===== src/rtl/i2cmbx_pkg.sv =====
// Shared types, codes and defaults of the I2C target command mailbox.
`timescale 1ns / 1ps

package i2cmbx_pkg;

  localparam int QUEUE_DEPTH_DEF = 4;
  localparam int MAX_TEXT_DEF    = 64;

  localparam int CFG_IDX_W  = 1;
  localparam int CFG_DATA_W = 8;

  localparam logic [CFG_IDX_W-1:0] CFG_TEXT_OPCODE = 1'b0;
  localparam logic [CFG_IDX_W-1:0] CFG_MAX_LEN     = 1'b1;

  localparam logic [7:0] TEXT_OPCODE_RST = 8'hA6;
  localparam logic [6:0] MAX_LEN_RST     = 7'd64;

  typedef enum logic [1:0] {
    OP_WRITE  = 2'd0,
    OP_EMPTY  = 2'd1,
    OP_POP    = 2'd2,
    OP_STATUS = 2'd3
  } op_t;

  typedef enum logic [1:0] {
    KIND_BYTE   = 2'd0,
    KIND_NOCMD  = 2'd1,
    KIND_STATUS = 2'd2
  } kind_t;

  // Commands from the controller to the datapath.
  typedef struct packed {
    logic accept;     // input transfer completes this cycle
    logic copy_rd;    // read next capture byte for the slot copy
    logic pop_rd;     // read next byte of the popped slot
    logic pop_load;   // load the read byte into the output register
    logic resp_load;  // load a single no-command or status result
  } ctrl_cmd_t;

  // Status from the datapath to the controller.
  typedef struct packed {
    logic push_go;    // this write byte queues a command
    logic pop_hit;    // a command is waiting at the head
    logic copy_last;  // the current copy read is the final one
    logic pop_last;   // the current pop byte is the final one
    logic out_free;   // the output register can take a result
  } dp_stat_t;

endpackage


===== src/rtl/i2cmbx_ctrl.sv =====
// Controller state machine of the I2C target command mailbox.
`timescale 1ns / 1ps

module i2cmbx_ctrl (
  input  logic                   clk,
  input  logic                   rst_n,
  input  logic                   in_valid,
  input  logic [1:0]             in_op,
  input  i2cmbx_pkg::dp_stat_t   stat,
  output i2cmbx_pkg::ctrl_cmd_t  cmd,
  output logic                   in_stall
);
  import i2cmbx_pkg::*;

  typedef enum logic [4:0] {
    ST_IDLE     = 5'b00001,
    ST_COPY     = 5'b00010,
    ST_POP_RD   = 5'b00100,
    ST_POP_WAIT = 5'b01000,
    ST_RESP     = 5'b10000
  } state_t;

  state_t state_r, state_nxt;

  always_comb begin
    state_nxt     = state_r;
    cmd           = '0;
    unique case (state_r)
      ST_IDLE: begin
        cmd.accept = in_valid;
        if (in_valid) begin
          priority if (in_op == OP_WRITE) begin
            if (stat.push_go) state_nxt = ST_COPY;
          end else if (in_op == OP_POP) begin
            state_nxt = stat.pop_hit ? ST_POP_RD : ST_RESP;
          end else if (in_op == OP_STATUS) begin
            state_nxt = ST_RESP;
          end else begin
            state_nxt = ST_IDLE;
          end
        end
      end
      ST_COPY: begin
        cmd.copy_rd = 1'b1;
        if (stat.copy_last) state_nxt = ST_IDLE;
      end
      ST_POP_RD: begin
        cmd.pop_rd = 1'b1;
        state_nxt  = ST_POP_WAIT;
      end
      ST_POP_WAIT: begin
        if (stat.out_free) begin
          cmd.pop_load = 1'b1;
          state_nxt    = stat.pop_last ? ST_IDLE : ST_POP_RD;
        end
      end
      ST_RESP: begin
        if (stat.out_free) begin
          cmd.resp_load = 1'b1;
          state_nxt     = ST_IDLE;
        end
      end
      default: state_nxt = ST_IDLE;
    endcase
  end

  assign in_stall = (state_r != ST_IDLE);

  always_ff @(posedge clk) begin
    if (!rst_n) begin
      state_r <= ST_IDLE;
    end else begin
      state_r <= state_nxt;
    end
  end

endmodule


===== src/rtl/i2cmbx_dp.sv =====
// Datapath of the I2C target command mailbox: capture, queue, counters, result register.
`timescale 1ns / 1ps

module i2cmbx_dp #(
  parameter int QUEUE_DEPTH = i2cmbx_pkg::QUEUE_DEPTH_DEF,
  parameter int MAX_TEXT    = i2cmbx_pkg::MAX_TEXT_DEF
) (
  input  logic                                   clk,
  input  logic                                   rst_n,
  input  logic                                   cfg_wr_en,
  input  logic [i2cmbx_pkg::CFG_IDX_W-1:0]       cfg_index,
  input  logic [i2cmbx_pkg::CFG_DATA_W-1:0]      cfg_data,
  input  logic [1:0]                             in_op,
  input  logic [7:0]                             in_data_in,
  input  logic                                   in_first_byte,
  input  logic                                   in_last_byte,
  input  i2cmbx_pkg::ctrl_cmd_t                  cmd,
  output i2cmbx_pkg::dp_stat_t                   stat,
  input  logic                                   out_stall,
  output logic                                   out_valid,
  output logic [1:0]                             out_kind,
  output logic [7:0]                             out_data_out,
  output logic                                   out_last_of_run,
  output logic [$clog2(MAX_TEXT+1)-1:0]          out_cmd_len,
  output logic [$clog2(QUEUE_DEPTH+1)-1:0]       out_queue_count,
  output logic [31:0]                            out_dropped_total,
  output logic [31:0]                            out_rx_count,
  output logic [31:0]                            out_tx_count,
  output logic [7:0]                             out_last_rx_len
);
  import i2cmbx_pkg::*;

  localparam int PTR_W   = $clog2(QUEUE_DEPTH);
  localparam int CNT_W   = $clog2(QUEUE_DEPTH+1);
  localparam int LEN_W   = $clog2(MAX_TEXT+1);
  localparam int CAP_AW  = $clog2(MAX_TEXT);
  localparam int SLOT_N  = QUEUE_DEPTH * MAX_TEXT;
  localparam int SLOT_AW = $clog2(SLOT_N);

  typedef enum logic [1:0] {
    MODE_IDLE    = 2'd0,
    MODE_TEXT    = 2'd1,
    MODE_DISCARD = 2'd2
  } mode_t;

  // Configuration and control state.
  logic [7:0]       text_op_r;
  logic [6:0]       max_len_r;
  mode_t            mode_r;
  logic [LEN_W-1:0] cap_len_r;
  logic [7:0]       txn_bytes_r;
  logic [PTR_W-1:0] head_r, tail_r;
  logic [CNT_W-1:0] count_r;
  logic [31:0]      drop_r, rx_r, tx_r;
  logic [7:0]       last_len_r;
  logic [LEN_W-1:0] slot_len_r [QUEUE_DEPTH];
  logic             wr_pend_r;
  logic             out_valid_r;

  // Sequencing payload.
  kind_t            resp_kind_r;
  logic [PTR_W-1:0] copy_slot_r, pop_slot_r;
  logic [LEN_W-1:0] copy_len_r, copy_idx_r, wr_idx_r;
  logic [LEN_W-1:0] pop_len_r, pop_idx_r;
  logic [7:0]       cap_rd_r, slot_rd_r;

  // Output register payload.
  kind_t            out_kind_r;
  logic [7:0]       out_data_r;
  logic             out_last_r;
  logic [LEN_W-1:0] out_len_r;
  logic [CNT_W-1:0] out_count_r;
  logic [31:0]      out_drop_r, out_rx_r, out_tx_r;
  logic [7:0]       out_last_len_r;

  logic [7:0] cap_mem  [MAX_TEXT];
  logic [7:0] slot_mem [SLOT_N];

  // Write byte evaluation.
  logic [LEN_W-1:0] limit;
  mode_t            mode_w;
  logic [LEN_W-1:0] cap_w;
  logic [7:0]       tb_w;
  logic             cap_we, active, close, push_ok, full, out_load;
  logic [SLOT_AW-1:0] wr_addr, rd_addr;

  assign limit = (int'(max_len_r) < MAX_TEXT) ? LEN_W'(max_len_r) : LEN_W'(MAX_TEXT);

  always_comb begin
    mode_w = mode_r;
    cap_w  = cap_len_r;
    tb_w   = txn_bytes_r;
    cap_we = 1'b0;
    active = 1'b1;
    if (in_first_byte) begin
      mode_w = (in_data_in == text_op_r) ? MODE_TEXT : MODE_DISCARD;
      cap_w  = '0;
      tb_w   = 8'd1;
    end else if (mode_r == MODE_IDLE) begin
      active = 1'b0;
    end else begin
      tb_w = txn_bytes_r + 8'd1;
      if (mode_r == MODE_TEXT && cap_len_r < limit) begin
        cap_we = 1'b1;
        cap_w  = cap_len_r + LEN_W'(1);
      end
    end
  end

  assign close   = active && in_last_byte;
  assign push_ok = close && (mode_w == MODE_TEXT) && (cap_w != '0);
  assign full    = (count_r == CNT_W'(QUEUE_DEPTH));

  assign stat.push_go   = (in_op == OP_WRITE) && push_ok && !full;
  assign stat.pop_hit   = (count_r != '0) && (slot_len_r[head_r] != '0);
  assign stat.copy_last = (LEN_W'(copy_idx_r + LEN_W'(1)) == copy_len_r);
  assign stat.pop_last  = (LEN_W'(pop_idx_r + LEN_W'(1)) == pop_len_r);
  assign stat.out_free  = !out_valid_r || !out_stall;

  assign out_load = cmd.pop_load || cmd.resp_load;

  function automatic logic [PTR_W-1:0] ptr_inc(input logic [PTR_W-1:0] p);
    return (p == PTR_W'(QUEUE_DEPTH-1)) ? '0 : PTR_W'(p + PTR_W'(1));
  endfunction

  always_ff @(posedge clk) begin
    if (!rst_n) begin
      text_op_r   <= TEXT_OPCODE_RST;
      max_len_r   <= MAX_LEN_RST;
      mode_r      <= MODE_IDLE;
      cap_len_r   <= '0;
      txn_bytes_r <= '0;
      head_r      <= '0;
      tail_r      <= '0;
      count_r     <= '0;
      drop_r      <= '0;
      rx_r        <= '0;
      tx_r        <= '0;
      last_len_r  <= '0;
      for (int i = 0; i < QUEUE_DEPTH; i++) slot_len_r[i] <= '0;
      wr_pend_r   <= 1'b0;
      out_valid_r <= 1'b0;
    end else begin
      if (cfg_wr_en) begin
        unique case (cfg_index)
          CFG_TEXT_OPCODE: text_op_r <= cfg_data;
          CFG_MAX_LEN:     max_len_r <= cfg_data[6:0];
        endcase
      end
      if (cmd.accept) begin
        unique case (in_op)
          OP_WRITE: begin
            if (close) begin
              rx_r        <= rx_r + 32'd1;
              last_len_r  <= tb_w;
              mode_r      <= MODE_IDLE;
              cap_len_r   <= '0;
              txn_bytes_r <= '0;
              if (push_ok) begin
                if (full) begin
                  drop_r <= drop_r + 32'd1;
                end else begin
                  slot_len_r[tail_r] <= cap_w;
                  tail_r             <= ptr_inc(tail_r);
                  count_r            <= count_r + CNT_W'(1);
                end
              end
            end else begin
              mode_r      <= mode_w;
              cap_len_r   <= cap_w;
              txn_bytes_r <= tb_w;
            end
          end
          OP_EMPTY: begin
            last_len_r  <= '0;
            mode_r      <= MODE_IDLE;
            cap_len_r   <= '0;
            txn_bytes_r <= '0;
          end
          OP_POP: begin
            if (stat.pop_hit) begin
              slot_len_r[head_r] <= '0;
              head_r             <= ptr_inc(head_r);
              count_r            <= count_r - CNT_W'(1);
            end
          end
          OP_STATUS: tx_r <= tx_r + 32'd1;
        endcase
      end
      wr_pend_r <= cmd.copy_rd;
      if (out_load) begin
        out_valid_r <= 1'b1;
      end else if (!out_stall) begin
        out_valid_r <= 1'b0;
      end
    end
  end

  always_ff @(posedge clk) begin
    if (cmd.accept) begin
      copy_slot_r <= tail_r;
      copy_len_r  <= cap_w;
      copy_idx_r  <= '0;
      pop_slot_r  <= head_r;
      pop_len_r   <= slot_len_r[head_r];
      pop_idx_r   <= '0;
      resp_kind_r <= (in_op == OP_STATUS) ? KIND_STATUS : KIND_NOCMD;
    end
    if (cmd.copy_rd) begin
      copy_idx_r <= copy_idx_r + LEN_W'(1);
      wr_idx_r   <= copy_idx_r;
    end
    if (cmd.pop_load) begin
      pop_idx_r <= pop_idx_r + LEN_W'(1);
    end
    if (out_load) begin
      out_count_r    <= count_r;
      out_drop_r     <= drop_r;
      out_rx_r       <= rx_r;
      out_tx_r       <= tx_r;
      out_last_len_r <= last_len_r;
      if (cmd.pop_load) begin
        out_kind_r <= KIND_BYTE;
        out_data_r <= slot_rd_r;
        out_last_r <= stat.pop_last;
        out_len_r  <= pop_len_r;
      end else begin
        out_kind_r <= resp_kind_r;
        out_data_r <= '0;
        out_last_r <= 1'b1;
        out_len_r  <= '0;
      end
    end
  end

  // Capture store: filled as text bytes arrive, read out during the slot copy.
  always_ff @(posedge clk) begin
    if (cmd.accept && in_op == OP_WRITE && cap_we) begin
      cap_mem[cap_len_r[CAP_AW-1:0]] <= in_data_in;
    end
    if (cmd.copy_rd) begin
      cap_rd_r <= cap_mem[copy_idx_r[CAP_AW-1:0]];
    end
  end

  assign wr_addr = SLOT_AW'(int'(copy_slot_r) * MAX_TEXT + int'(wr_idx_r));
  assign rd_addr = SLOT_AW'(int'(pop_slot_r) * MAX_TEXT + int'(pop_idx_r));

  // Slot store: one row of MAX_TEXT bytes per queue slot.
  always_ff @(posedge clk) begin
    if (wr_pend_r) begin
      slot_mem[wr_addr] <= cap_rd_r;
    end
    if (cmd.pop_rd) begin
      slot_rd_r <= slot_mem[rd_addr];
    end
  end

  assign out_valid         = out_valid_r;
  assign out_kind          = out_kind_r;
  assign out_data_out      = out_data_r;
  assign out_last_of_run   = out_last_r;
  assign out_cmd_len       = out_len_r;
  assign out_queue_count   = out_count_r;
  assign out_dropped_total = out_drop_r;
  assign out_rx_count      = out_rx_r;
  assign out_tx_count      = out_tx_r;
  assign out_last_rx_len   = out_last_len_r;

endmodule


===== src/rtl/i2c_target_command_mailbox.sv =====
// Top level of the I2C target command mailbox: controller and datapath.
`timescale 1ns / 1ps

// Channel   Direction  Handshake             Payload
// in_       in         in_valid / in_stall   op, data_in, first_byte, last_byte
// out_      out        out_valid / out_stall kind, data_out, last_of_run, cmd_len,
//                                            queue_count, dropped_total, rx_count,
//                                            tx_count, last_rx_len
// cfg_      in         cfg_wr_en             cfg_index, cfg_data
//
// A write byte or empty transaction is taken in the idle state. A closing byte that
// queues a command then copies the capture store into the slot store, one payload
// byte per cycle. A pop is accepted and then, for each command byte, reads the slot
// store and then loads the output register, waiting while the output is stalled;
// a no-command or status result is loaded once the output register is free.
// Reset is synchronous and needs no clearing pass; a stalled output holds the
// current transfer and the controller waits before loading the next result.
module i2c_target_command_mailbox #(
  parameter int QUEUE_DEPTH = i2cmbx_pkg::QUEUE_DEPTH_DEF,
  parameter int MAX_TEXT    = i2cmbx_pkg::MAX_TEXT_DEF
) (
  input  logic                                   clk,
  input  logic                                   rst_n,
  input  logic                                   cfg_wr_en,
  input  logic [i2cmbx_pkg::CFG_IDX_W-1:0]       cfg_index,
  input  logic [i2cmbx_pkg::CFG_DATA_W-1:0]      cfg_data,
  input  logic                                   in_valid,
  output logic                                   in_stall,
  input  logic [1:0]                             in_op,
  input  logic [7:0]                             in_data_in,
  input  logic                                   in_first_byte,
  input  logic                                   in_last_byte,
  output logic                                   out_valid,
  input  logic                                   out_stall,
  output logic [1:0]                             out_kind,
  output logic [7:0]                             out_data_out,
  output logic                                   out_last_of_run,
  output logic [$clog2(MAX_TEXT+1)-1:0]          out_cmd_len,
  output logic [$clog2(QUEUE_DEPTH+1)-1:0]       out_queue_count,
  output logic [31:0]                            out_dropped_total,
  output logic [31:0]                            out_rx_count,
  output logic [31:0]                            out_tx_count,
  output logic [7:0]                             out_last_rx_len
);
  import i2cmbx_pkg::*;

  ctrl_cmd_t cmd;
  dp_stat_t  stat;

  // The controller only sequences; every store and counter lives in the datapath.
  i2cmbx_ctrl u_ctrl (
    .clk      (clk),
    .rst_n    (rst_n),
    .in_valid (in_valid),
    .in_op    (in_op),
    .stat     (stat),
    .cmd      (cmd),
    .in_stall (in_stall)
  );

  i2cmbx_dp #(
    .QUEUE_DEPTH (QUEUE_DEPTH),
    .MAX_TEXT    (MAX_TEXT)
  ) u_dp (
    .clk               (clk),
    .rst_n             (rst_n),
    .cfg_wr_en         (cfg_wr_en),
    .cfg_index         (cfg_index),
    .cfg_data          (cfg_data),
    .in_op             (in_op),
    .in_data_in        (in_data_in),
    .in_first_byte     (in_first_byte),
    .in_last_byte      (in_last_byte),
    .cmd               (cmd),
    .stat              (stat),
    .out_stall         (out_stall),
    .out_valid         (out_valid),
    .out_kind          (out_kind),
    .out_data_out      (out_data_out),
    .out_last_of_run   (out_last_of_run),
    .out_cmd_len       (out_cmd_len),
    .out_queue_count   (out_queue_count),
    .out_dropped_total (out_dropped_total),
    .out_rx_count      (out_rx_count),
    .out_tx_count      (out_tx_count),
    .out_last_rx_len   (out_last_rx_len)
  );

  // A pop or status transfer always leaves the block busy for the next cycle.
  a_resp_blocks_input: assert property (@(posedge clk) disable iff (!rst_n)
    (in_valid && !in_stall && (in_op == OP_POP || in_op == OP_STATUS)) |=> in_stall)
    else $error("input taken straight after a pop or status transfer");

  // Single results always close their run.
  a_single_is_last: assert property (@(posedge clk) disable iff (!rst_n)
    (out_valid && out_kind != KIND_BYTE) |-> out_last_of_run)
    else $error("no-command or status result without last_of_run");

  // The reported queue occupancy never exceeds the number of slots.
  a_count_bound: assert property (@(posedge clk) disable iff (!rst_n)
    out_valid |-> (int'(out_queue_count) <= QUEUE_DEPTH))
    else $error("queue count above depth");

  // Reset empties the output register.
  a_reset_clears_out: assert property (@(posedge clk)
    !rst_n |=> !out_valid)
    else $error("result still valid after reset");

endmodule


===== config.mk =====
export PLATFORM = sky130hd
export DESIGN_NAME = i2c_target_command_mailbox
export DESIGN_NICKNAME = d
export VERILOG_FILES = /design/src/rtl/i2cmbx_pkg.sv /design/src/rtl/i2cmbx_ctrl.sv /design/src/rtl/i2cmbx_dp.sv /design/src/rtl/i2c_target_command_mailbox.sv
export SDC_FILE = /design/constraint.sdc
export NUM_CORES = 2
export LEC_CHECK = 0
export BUFFER_PORTS_ARGS = -buffer_cell sky130_fd_sc_hd__buf_2
export CAP_MARGIN = 20
export CORE_UTILIZATION = 60
export DETAILED_ROUTE_END_ITERATION = 12
export PLACE_DENSITY_LB_ADDON = 0.15
export SLEW_MARGIN = 0
export SYNTH_ARGS = -nofsm -noshare
export SYNTH_HDL_FRONTEND = slang
export SYNTH_SLANG_ARGS = --single-unit

===== constraint.sdc =====
create_clock -name clk -period 19.25 [get_ports clk]
set_clock_uncertainty 0.15 [all_clocks]
set_input_delay 1.925 -clock clk [delete_from_list [all_inputs] [get_ports clk]]
set_output_delay 1.925 -clock clk [all_outputs]
set_load 0.05 [all_outputs]

==> impl.org <==
** Finish
- Multi-input gate area :: 0.0259 mm2
- Across the whole layout, storage elements account for 0.0862 mm2.
- Net count of the finished layout :: 5668
- Compared with the post-synthesis result, the final layout area differs by 11.4%.
- Count of filler cells inserted in the layout :: 11709
- Final core occ :: 0.673
- Fraction of final layout cells sized beyond drive strength 1 :: 0.262

** Placed design
- Detailed placement ended at an HPWL of 147000 um.
- Placer congestion estimate :: 0.805
- Buffers placed on the I/O ports in this run total 152.

** Global routing
- Met2 global-route usage :: 0.419
- GRT Overall Usage :: 0.265
- Total congestion overflow after global routing :: 0
- Met1 global-route usage :: 0.387
- The first global-routing pass estimated 369000 um of wire.
- The via count of the first global-routing pass was 54107.
- Global-route track usage on met3 :: 0.0480
- Pin count of the biggest net entering global routing :: 257
- GRT busiest layer :: met2
- Number of antenna violations at the first check in global routing :: 6

** Power and ir drop
- Power spread over the standard cell area amounts to 107 mW/mm2.
- The analysis attributes to cell leakage a power of 39.3 nW.
- Worst vdd rail ir drop :: 0.000113 V

** Synth
- In this run, synthesis produced a sequential element count of 2922.
- By area the synthesized netlist is led by sky130_fd_sc_hd__edfxtp_1, sky130_fd_sc_hd__mux4_2, sky130_fd_sc_hd__dfxtp_1.
- After synthesis the cells add up to 0.113 mm2.
- The number of nets in the synthesized netlist is 5397.
- In the synthesized netlist the async set-or-reset flop fraction comes to 0.
- Counting flops with a built-in enable in the synthesized netlist gives 2770.
- Most common flop cell mapped by yosys :: sky130_fd_sc_hd__edfxtp_1
- The cell count after synthesis came out at 5353.
- After synthesis, the netlist uses 60 different library cells.
- Sorting the synthesized cells by how often they occur yields sky130_fd_sc_hd__edfxtp_1, sky130_fd_sc_hd__mux4_2, sky130_fd_sc_hd__nor2_1.
- The share of the Yosys chip area taken by registers is 0.761.
- Ys Warns :: 0
- Of all cell types, the one taking the most synthesized area is sky130_fd_sc_hd__edfxtp_1.
- The most common cell in the synthesized netlist is sky130_fd_sc_hd__edfxtp_1.
- Top cell type's share of synthesized area :: 0.734
- Synthesized area per cell :: 21.2 um2

** Floorplanning
- Vertical die dimension :: 437 um
- Core box area :: 0.188 mm2
- Top Ports :: 153
- FP Rows :: 159
- Total die area :: 0.191 mm2
- Starting density of the core :: 0.604
- Die extent in x :: 437 um

** Setup path
- Worst-path maximum fanout :: 96
- Walking the worst path, the cells encountered are buf_12 > buf_4 > buf_4 > mux4_2 > mux4_2 > mux4_2 > a22oi_1 > nand2_1.
- Setup CP Type :: reg2reg
- STA classifies the critical path startpoint as a flip-flop.
- In this design, the stage delay of the slowest critical-path cell is 0.98 ns.
- STA puts the critical path data required time at 19.75 ns.
- Cell occurring most often along the worst timing path :: sky130_fd_sc_hd__mux4_2
- Critical path data arrival time :: 6.42 ns
- STA classifies the critical path endpoint as a flip-flop.
- CP max-delay cell :: sky130_fd_sc_hd__edfxtp_1

** Status
- Violated checks :: slew limit
- The flow ran to the end, but the final reports show violations.

** Timing
- Remaining max-slew budget at the tightest pin :: -0.00524
- Worst Hold Slack :: 0.290 ns
- The hold violation total from the final report was 0.
- Time the final worst path needs with I/O delays and setup :: 5.92 ns
- Number of endpoints failing setup at the final stage :: 0
- Post-Route Setup TNS :: 0 ns
- The count of pins over their slew limit came to 21.
- Of the available clock period, the critical path in the final layout requires 0.308.
- Timing would allow up to 0.169 GHz.
- Setup repair after global routing missed its margin :: false
- Slew at the pin with the worst max-slew slack :: 1.51 ns

** CTS
- Number of buffers created by CTS :: 304
- The clock passes through at most 4 buffers.
- Post-CTS timing repair inserted 0 buffers for setup.
- Clock tree sinks :: 2922
- Post-CTS resize count :: 0
- Clock Root Buffer :: sky130_fd_sc_hd__clkbuf_16
- Latest clock arrival within the worst-skew pair :: 0.94 ns
- CTS tree :: done
- The H-tree was split into 5 levels.
- After clock tree synthesis, the clock-pin slew on the worst setup and hold paths is 0.06 ns.
- Total of hold buffers inserted after clock tree synthesis :: 0

** Flow run
- Max-cap violation count :: 0

** Drt
- After detailed routing, the number of remaining DRC violations is 0.
- For this block, the routed nets add up to 250000 um of wire.
- For this run, the detailed router's first-pass iteration total came to 5.
- After the first detailed-routing iteration, the DRC count stood at 6290.
- Number of routed nets with antenna violations :: 0
- After detailed routing, the average wire length per cell comes to 29.9 um.
- Using the TritonRoute via totals, the vias-per-cell ratio works out to 6.49.
- For this block, the via count after detailed routing is 54097.

** Worst hold path
- The worst hold path belongs to the class reg2reg.
[worst paths after layout]
kind,from,endpoint,slack (ns),cells after the start
worst max-delay path,u_dp.pop_idx_r[0]$_SDFFCE_PN0P_,u_dp.slot_rd_r[3]$_DFFE_PN_,13.33,8
worst min-delay path,u_dp.last_len_r[7]$_SDFFE_PN0P_,u_dp.out_last_rx_len[7]$_DFFE_PP_,0.29,0
worst max register to register,u_dp.pop_idx_r[0]$_SDFFCE_PN0P_,u_dp.slot_rd_r[3]$_DFFE_PN_,13.33,8
worst min register to register,u_dp.last_len_r[7]$_SDFFE_PN0P_,u_dp.out_last_rx_len[7]$_DFFE_PP_,0.29,0
[final cells by class]
class                           instances  share of cell area
Antenna cell                            2           0.0000396
Clock buffer                          378              0.0639
Clock inverter                        147             0.00930
Inverter                               30            0.000912
Multi-Input combinational cell       2117               0.205
Sequential cell                      2922               0.683
Tap cell                             2495              0.0247
Timing Repair Buffer                  249              0.0132
[power breakdown]
group	internal, mW	switching [mW]	total (mW)
logic	0.452	0.534	0.986
clock network	3.21	2.34	5.54
registers	6.91	0.0164	6.93
total	10.6	2.89	13.5
[registers in the layout, indices dropped and copies added, names as in the netlist, 8 cells and up, named ones only]
| register | flops |
|---|---|
| u_dp.cap_rd_r | 8 |
| u_dp.text_op_r | 8 |
| u_dp.drop_r | 32 |
| u_dp.tx_r | 32 |
| u_dp.slot_len_r | 28 |
| u_dp.rx_r | 32 |
| u_dp.slot_mem | 2048 |
| u_dp.cap_mem | 512 |
| u_dp.out_last_rx_len | 8 |
| u_dp.last_len_r | 8 |
| u_dp.out_data_out | 8 |
| u_dp.txn_bytes_r | 8 |
| u_dp.out_dropped_total | 32 |
| u_dp.slot_rd_r | 8 |
| u_dp.out_rx_count | 32 |
| u_dp.out_tx_count | 32 |
[metrics by stage]
step | total power [mW] | instances | area (um2) | setup slack, ns
floorplan | 7.74 | 5353 | 113000 | 10.49
global placement | 8.05 | 7800 | 117000 | 13.07
detailed placement | 8.06 | 7803 | 117000 | 12.76
CTS | 13.5 | 8328 | 126000 | 13.32
global route | 13.8 | 8338 | 126000 | 12.97
finish | 13.5 | 8340 | 126000 | 13.33
[layer usage]
layer,wire [um],vias to the layer above
met3,19100,437
met4,6680,10
met1,101000,28770
met2,122000,2264
li1,-,22616
met5,80,-
[layout by cell type, fill, tap and decap left out, types with 20 or more instances in the layout]
master / netlist / layout
sky130_fd_sc_hd__a21oi_1: 65 / 64
sky130_fd_sc_hd__a22oi_1: 28 / 28
sky130_fd_sc_hd__and2_1: 35 / 35
sky130_fd_sc_hd__and3_1: 20 / 20
sky130_fd_sc_hd__buf_2: 39 / 152
sky130_fd_sc_hd__buf_4: 0 / 79
sky130_fd_sc_hd__clkbuf_1: 174 / 61
sky130_fd_sc_hd__clkbuf_16: 0 / 309
sky130_fd_sc_hd__clkinv_1: 0 / 62
sky130_fd_sc_hd__clkinv_2: 0 / 50
sky130_fd_sc_hd__dfxtp_1: 152 / 152
sky130_fd_sc_hd__edfxtp_1: 2770 / 2770
sky130_fd_sc_hd__inv_1: 30 / 29
sky130_fd_sc_hd__mux2i_1: 25 / 25
sky130_fd_sc_hd__mux4_2: 847 / 847
sky130_fd_sc_hd__nand2_1: 177 / 177
sky130_fd_sc_hd__nand2b_1: 28 / 28
sky130_fd_sc_hd__nand3_1: 72 / 72
sky130_fd_sc_hd__nand4_1: 32 / 32
sky130_fd_sc_hd__nor2_1: 481 / 481
sky130_fd_sc_hd__o21ai_0: 32 / 32
sky130_fd_sc_hd__or3_1: 24 / 24
sky130_fd_sc_hd__xnor2_1: 46 / 46
sky130_fd_sc_hd__xor2_1: 52 / 52
[worst max-delay path: cells and delay by family, from the launching register on]
kind            cells  cell delay, ns
buf+inv             3            1.92
compound gates      1            0.52
flops               1            0.98
mux                 3            1.70
simple gates        1            0.10
[kinds of logic (layout without fill, tap and decap cells)]
kind of cell | count (synthesis) | after routing | share of synthesized area
flops | 2922 | 2922 | 0.761
simple gates | 957 | 957 | 0.0381
mux | 872 | 872 | 0.171
buf+inv | 314 | 804 | 0.0108
compound gates | 172 | 172 | 0.00970
xor+xnor | 98 | 98 | 0.00758
fa+ha+maj | 18 | 18 | 0.00205
other cells | 0 | 2 | 0
Note: power is estimated with default switching activity, not from simulation.
